[config.mk]
export PLATFORM = sky130hd
export DESIGN_NAME = hns_ctrl
export DESIGN_NICKNAME = d
export VERILOG_FILES = /design/src/hdl/hns_pkg.sv /design/src/hdl/hns_ctrl.sv
export SDC_FILE = /design/constraint.sdc
export NUM_CORES = 1
export LEC_CHECK = 0
export ABC_AREA = 1
export ABC_CLOCK_PERIOD_IN_PS = 3600
export BUFFER_PORTS_ARGS = -buffer_cell sky130_fd_sc_hd__buf_2
export CORE_ASPECT_RATIO = 0.5
export CORE_MARGIN = 3
export CORE_UTILIZATION = 58
export CTS_CLUSTER_SIZE = 10
export DETAILED_ROUTE_END_ITERATION = 10
export PLACE_DENSITY = 0.93
export SYNTH_ARGS = -nofsm -noshare
export SYNTH_HDL_FRONTEND = slang
export SYNTH_SLANG_ARGS = --single-unit
[constraint.sdc]
create_clock -name clk_i -period 3.6 [get_ports clk_i]
set_input_delay 0.72 -clock clk_i [delete_from_list [all_inputs] [get_ports clk_i]]
set_output_delay 0.72 -clock clk_i [all_outputs]
set_load 0.03 [all_outputs]
[src/hdl/hns_pkg.sv]
package hns_pkg;

  localparam int MAX_SIZE = 1024;
  localparam int ADDR_W   = $clog2(MAX_SIZE);
  localparam int GRID_W   = 11;
  localparam logic [GRID_W-1:0] GRID_RESET = 11'd256;
  localparam logic [GRID_W-1:0] MIN_SIZE   = 11'd3;

  localparam int HGT_W  = 16;
  localparam int DIFF_W = HGT_W + 1;
  localparam int MAG_W  = HGT_W;
  localparam int SQ_W   = 2 * MAG_W;
  localparam int S_W    = SQ_W + 2;
  localparam int ACC_W  = 69;

  // Output field widths.
  localparam int POS_W = 10;
  localparam int NX_W  = 16;
  localparam int NY_W  = 15;
  localparam int Q_W   = 15;
  localparam int ITER_W = $clog2(Q_W);

  // The vertical difference is 2.0 in Q8.8, and the bound carries 2^30 = (2 * 2^14)^2.
  localparam int TWO_Q   = 512;
  localparam int R_SHIFT = 30;
  localparam logic [S_W-1:0] TWO_SQ = S_W'(TWO_Q * TWO_Q);
  localparam logic signed [ACC_W-1:0] R_Y = ACC_W'(TWO_Q * TWO_Q) << R_SHIFT;

  typedef enum logic [5:0] {
    S_IDLE = 6'b000001,
    S_READ = 6'b000010,
    S_DIFF = 6'b000100,
    S_SQR  = 6'b001000,
    S_ITER = 6'b010000,
    S_EMIT = 6'b100000
  } state_e;

  typedef struct packed {
    logic [ADDR_W-1:0] ci;
    logic [ADDR_W-1:0] col;
    logic [ADDR_W-1:0] nm1;
    logic              row_first;
    logic              row_last;
    logic              col_first;
    logic              col_last;
  } pos_t;

  typedef struct packed {
    logic load;
    logic bank;
    pos_t pos;
    logic diff;
    logic square;
    logic init;
    logic step;
    logic emit_start;
    logic emit_next;
  } cmd_t;

  typedef struct packed {
    logic iter_last;
    logic emit_last;
  } status_t;

endpackage

[src/hdl/hns_ctrl.sv]
module hns_ctrl (
  input  logic                         clk_i,
  input  logic                         rst_ni,
  input  logic                         cfg_we_i,
  input  logic [hns_pkg::GRID_W-1:0]   cfg_data_i,
  input  logic                         in_valid_i,
  output logic                         in_ready_o,
  output logic                         out_valid_o,
  input  logic                         out_ready_i,
  input  hns_pkg::status_t             status_i,
  output hns_pkg::cmd_t                cmd_o
);

  localparam int AW = hns_pkg::ADDR_W;
  localparam int GW = hns_pkg::GRID_W;

  hns_pkg::state_e    state_q, state_d;
  logic [GW-1:0]      grid_q, grid_d;
  logic [AW-1:0]      row_q, row_d, col_q, col_d;
  logic               bank_q, bank_d;
  logic [GW-1:0]      n_eff;
  logic [GW-1:0]      col_ext, row_ext;
  logic               accept, centre;

  always_comb begin
    if (grid_q < hns_pkg::MIN_SIZE) begin
      n_eff = hns_pkg::MIN_SIZE;
    end else if (grid_q > GW'(hns_pkg::MAX_SIZE)) begin
      n_eff = GW'(hns_pkg::MAX_SIZE);
    end else begin
      n_eff = grid_q;
    end
  end

  assign col_ext = GW'(col_q);
  assign row_ext = GW'(row_q);
  assign accept  = in_valid_i && in_ready_o;
  assign centre  = (row_q >= AW'(2)) && (col_q >= AW'(1)) && (col_ext + GW'(2) <= n_eff);

  always_comb begin
    cmd_o                   = '0;
    cmd_o.load              = accept;
    cmd_o.bank              = bank_q;
    cmd_o.pos.ci            = row_q - AW'(1);
    cmd_o.pos.col           = col_q;
    cmd_o.pos.nm1           = AW'(n_eff - GW'(1));
    cmd_o.pos.row_first     = (row_q == AW'(2));
    cmd_o.pos.row_last      = (row_ext == n_eff - GW'(1));
    cmd_o.pos.col_first     = (col_q == AW'(1));
    cmd_o.pos.col_last      = (col_ext == n_eff - GW'(2));
    in_ready_o              = 1'b0;
    out_valid_o             = 1'b0;
    state_d                 = state_q;
    unique case (state_q)
      hns_pkg::S_IDLE: begin
        in_ready_o = 1'b1;
        if (accept && centre) begin
          state_d = hns_pkg::S_READ;
        end
      end
      hns_pkg::S_READ: begin
        cmd_o.diff = 1'b1;
        state_d    = hns_pkg::S_DIFF;
      end
      hns_pkg::S_DIFF: begin
        cmd_o.square = 1'b1;
        state_d      = hns_pkg::S_SQR;
      end
      hns_pkg::S_SQR: begin
        cmd_o.init = 1'b1;
        state_d    = hns_pkg::S_ITER;
      end
      hns_pkg::S_ITER: begin
        cmd_o.step = 1'b1;
        if (status_i.iter_last) begin
          cmd_o.emit_start = 1'b1;
          state_d          = hns_pkg::S_EMIT;
        end
      end
      hns_pkg::S_EMIT: begin
        out_valid_o = 1'b1;
        if (out_ready_i) begin
          cmd_o.emit_next = 1'b1;
          if (status_i.emit_last) begin
            state_d = hns_pkg::S_IDLE;
          end
        end
      end
      default: state_d = hns_pkg::S_IDLE;
    endcase
  end

  // Raster position of the next sample; the banks swap at the end of each row.
  always_comb begin
    grid_d = grid_q;
    row_d  = row_q;
    col_d  = col_q;
    bank_d = bank_q;
    if (cfg_we_i) begin
      grid_d = cfg_data_i;
      row_d  = '0;
      col_d  = '0;
    end else if (accept) begin
      if (col_ext + GW'(1) >= n_eff) begin
        col_d  = '0;
        bank_d = !bank_q;
        row_d  = (row_ext + GW'(1) >= n_eff) ? '0 : row_q + AW'(1);
      end else begin
        col_d = col_q + AW'(1);
      end
    end
  end

  always_ff @(posedge clk_i or negedge rst_ni) begin
    if (!rst_ni) begin
      state_q <= hns_pkg::S_IDLE;
      grid_q  <= hns_pkg::GRID_RESET;
      row_q   <= '0;
      col_q   <= '0;
      bank_q  <= 1'b0;
    end else begin
      state_q <= state_d;
      grid_q  <= grid_d;
      row_q   <= row_d;
      col_q   <= col_d;
      bank_q  <= bank_d;
    end
  end

  a_centre_starts: assert property (@(posedge clk_i) disable iff (!rst_ni)
    accept && centre |=> state_q == hns_pkg::S_READ)
    else $error("centre transaction did not start the normal computation");

  a_iter_holds: assert property (@(posedge clk_i) disable iff (!rst_ni)
    state_q == hns_pkg::S_ITER && !status_i.iter_last |=> state_q == hns_pkg::S_ITER)
    else $error("normalizer left before its last bit");

  a_no_accept_while_emitting: assert property (@(posedge clk_i) disable iff (!rst_ni)
    out_valid_o |-> !in_ready_o)
    else $error("input taken while results are pending");

  a_position_in_grid: assert property (@(posedge clk_i) disable iff (!rst_ni)
    col_ext < n_eff && row_ext < n_eff)
    else $error("raster position outside the grid");

endmodule

==> impl_metrics.csv <==
group,metric,value,unit
synth,synth_seq_cells,38,
timing,slew_headroom,39.9,%
power_and_ir_drop,intPower,0.000994,W
outcome,status,"complete, no violations",
routing,vias,4151,
routing,postRouteWirelength,11200,um
setup_path,cp-end-kind,"primary output",
setup_path,timing.rr.end,"row_q[2]",
power_and_ir_drop,powerDensity,387,mW/mm^2
cells_and_area,multi_input_area,0.00262,sq mm
setup_path,crit_fanout,6,
power_and_ir_drop,switchingPower,0.000752,W
setup_path,reg2reg_setup_slack,0.34,ns
setup_path,start_kind,"register",
floorplanning,core,0.00626,sq mm
power_and_ir_drop,pwr-share-comb,45.3,%
clocking,cts_sinks,38,
synth,avgSynthCellArea,7.04,sq um
synth,ys_types,43,
cells_and_area,n_fill_cell,493,
flow_run,drv_cap,0,
hold_path,holdPathEnd,"bank_q",
power_and_ir_drop,leakagePower,2.40,nW
clocking,clock_latency,0.29,ns
cells_and_area,nets,672,
clocking,htree_levels,2,
cells_and_area,drive_above_1_share,19.2,%
power_and_ir_drop,switching_share,43.1,%
setup_path,crit_type,"reg2out",
synth,syn-cell-area,0.00386,sq mm
power_and_ir_drop,power_frac_seq,28.7,%
global_route,overflow,0,
synth,async_reset_ff_share,100,%
floorplanning,dieArea,0.00773,sq mm
synth,synthCells,548,
routing,wl_per_cell,16.0,um
routing,drc,0,
global_route,grt_pass1_vias,3866,
hold_path,whs_path_depth,1,
placement,gp_congestion,0.942,
global_route,antenna_found_initial,0,
routing,drt-initial-drc-count,564,
floorplanning,die_h,63.7,um
global_route,grt_pass1_wl,18500,um
floorplanning,die_x,121,um
synth,synth-edff-count,0,
timing,max_freq,286,MHz
routing,detail-route-antenna-nets,0,
placement,place_inst,693,
power_and_ir_drop,ir_worst_vdd,0.265,mV
global_route,grt_start_max_net_pins,39,
cells_and_area,final_cells,701,
clocking,cts_buffers,5,
placement,port_buffers,61,
routing,dr.pass1.iters,5,
setup_path,crit_required,2.88,ns
synth,ys.flop_type,"dfrtp_1",
floorplanning,ioPinCount,62,
timing,fin_skew,0.00660,ns
cells_and_area,regArea,960,sq um
hold_path,hold_path_class,"reg2reg",
setup_path,rr_worst_depth,18,
clocking,cts_tree,"yes",
placement,dpl.hpwl,8510,um
timing,slew_viol_final,0,
synth,yosysWarnings,0,
setup_path,rr_startpoint,"col_q[5]",
clocking,clock-root-buffer,"clkbuf_16",
clocking,clkTransAtPathRegs,0.06,ns
timing,post-route-period-util,97.2,%
clocking,ctsHoldBuffers,0,
synth,syn_nets,608,
timing,min_period,3.50,ns
floorplanning,row_count,20,
timing,hold_viol_final,0,
timing,worstMarginPinSlew,0.902,ns
global_route,groute.usage.overall,29.9,%
cells_and_area,area_delta_synth_final,16.9,%
routing,via_per_inst,5.92,
cells_and_area,diodes,0,
floorplanning,start_util,61.7,%
timing,fin_hold_ws,0.472,ns
clocking,cts_max_path_buffers,2,
synth,ys_seq_area_share,24.7,%
power_and_ir_drop,clock_power_share,25.9,%
setup_path,cp_data_arrival_time,2.78,ns
hold_path,min-delay-start,"bank_q",
timing,setup_viol,0,
[Yosys cell counts, types with 2 or more instances]
master	number	area, sq um
nand2_1	103	387
nand4_1	18	113
a31oi_1	2	12.5
o31ai_1	3	22.5
nor4_1	8	50.1
buf_1	3	11.3
xor2_1	31	272
o21ai_0	38	190
xnor2_1	3	26.3
clkbuf_1	4	15.0
nor3_1	5	25.0
ha_1	42	526
o21ai_1	3	15.0
a21oi_1	20	100
nand3_1	40	200
nand3b_1	2	15.0
dfstp_2	2	52.6
dfrtp_1	36	901
buf_4	4	30.0
xnor3_1	2	45.0
inv_1	78	293
nand2_2	3	18.8
o22ai_1	5	31.3
mux2_2	8	90.1
o21a_1	2	15.0
a211oi_1	2	15.0
nor2_1	65	244
[critical path, cell delays in order, from the launching register on]
cell     delay [ns]
dfrtp_2        0.45
nor2_1         0.13
nand2_1        0.13
nor2_4         0.14
nand2_1        0.10
nand2_2        0.11
nand2_4        0.11
ha_1           0.24
nand3_2        0.13
nand2_1        0.07
nand2_1        0.10
nand2_1        0.12
nand2_1        0.08
nand3_1        0.07
nor2_1         0.14
nand3_1        0.10
nor2_2         0.11
buf_4          0.17
[sequential cells by signal, indices dropped and copies added (netlist names)]
signal and count:
bank_q 1, col_q 10, grid_q 11, row_q 10, state_q 6
[cell usage in the layout, fill, tap and decap left out, types with 2 or more instances in the layout]
cell       count
nand2_1       99
inv_1         77
buf_2         60
nor2_1        59
ha_1          40
nand3_1       39
o21ai_0       36
xor2_1        31
dfrtp_1       31
a21oi_1       20
nand4_1       18
buf_4          9
nor4_1         8
mux2_2         8
nand2_2        6
nor2_2         5
o22ai_1        5
clkbuf_16      5
dfrtp_2        5
nor3_1         4
o31ai_1        3
xnor2_1        3
o21ai_1        3
nor2_4         2
nand3b_1       2
nand2_4        2
o21a_1         2
a31oi_1        2
inv_2          2
xnor3_1        2
a211oi_1       2
dfstp_2        2
[cell families after synthesis]
| group | share of synthesized area, % |
|---|---|
| mux | 2.33 |
| fa+ha+maj | 13.6 |
| flops | 24.7 |
| simple gates | 28.8 |
| xor+xnor | 8.88 |
| compound gates | 12.1 |
| buf+inv | 9.56 |
[through the flow]
stage	worst slack [ns]	TNS [ns]	power (W)	area (sq um)	utilization (%)
after floorplan	0.0486	0	0.00104	3860	-
after global placement	0.167	0	0.00124	4270	68.3
after detailed placement	0.179	0	0.00126	4270	68.3
after CTS	0.0385	0	0.00171	4430	70.8
after global routing	-0.00597	-0.0114	0.00186	4510	72.1
final	0.0997	0	0.00175	4510	72.1
[routing by layer]
metal	GRT usage, %	vias up	share of wire, %
met1	42.9	1952	45
met4	7.96	0	1.8
met2	45.9	223	43
li1	-	1953	-
met3	5.83	23	10
met5	0	-	0
[cell type report]
type / instances / share of cell area (%)
flip-flops and latches: 38 / 21.3
well taps: 88 / 2.44
multi-input cells: 418 / 58.0
clock buffers: 7 / 3.16
inverters: 79 / 6.57
repair buffers: 70 / 8.40
clock inverters: 1 / 0.111
[timing repair]
action,in CTS,in global routing
setup buffers,0,0
gates cloned,0,0
gates resized for setup,3,29
endpoints found under the hold margin,0,0
setup endpoints to repair,1,13
[worst max-delay path by stage]
stage               slack, ns      start        to  cells after the start
floorplan                0.05  grid_q[8]  cmd_o[8]                     16
global placement         0.17   col_q[4]  row_q[2]                     18
detailed placement       0.18   col_q[4]  row_q[9]                     18
CTS                      0.04  grid_q[3]  cmd_o[8]                     17
global route           -0.006  grid_q[2]  cmd_o[8]                     19
finish                    0.1  grid_q[2]  cmd_o[8]                     17
[power by group through the flow]
stage	combinational [W]	clock, W	sequential [W]
6_report	0.000792	0.000453	0.000502
5_1_grt	0.000875	0.000476	0.000507
4_1_cts	0.000763	0.000453	0.000498
3_5_place_dp	0.000753	0	0.000504
3_3_place_gp	0.000735	0	0.000503
2_1_floorplan	0.000513	0	0.000527
Power figures use the tool's default switching activity.
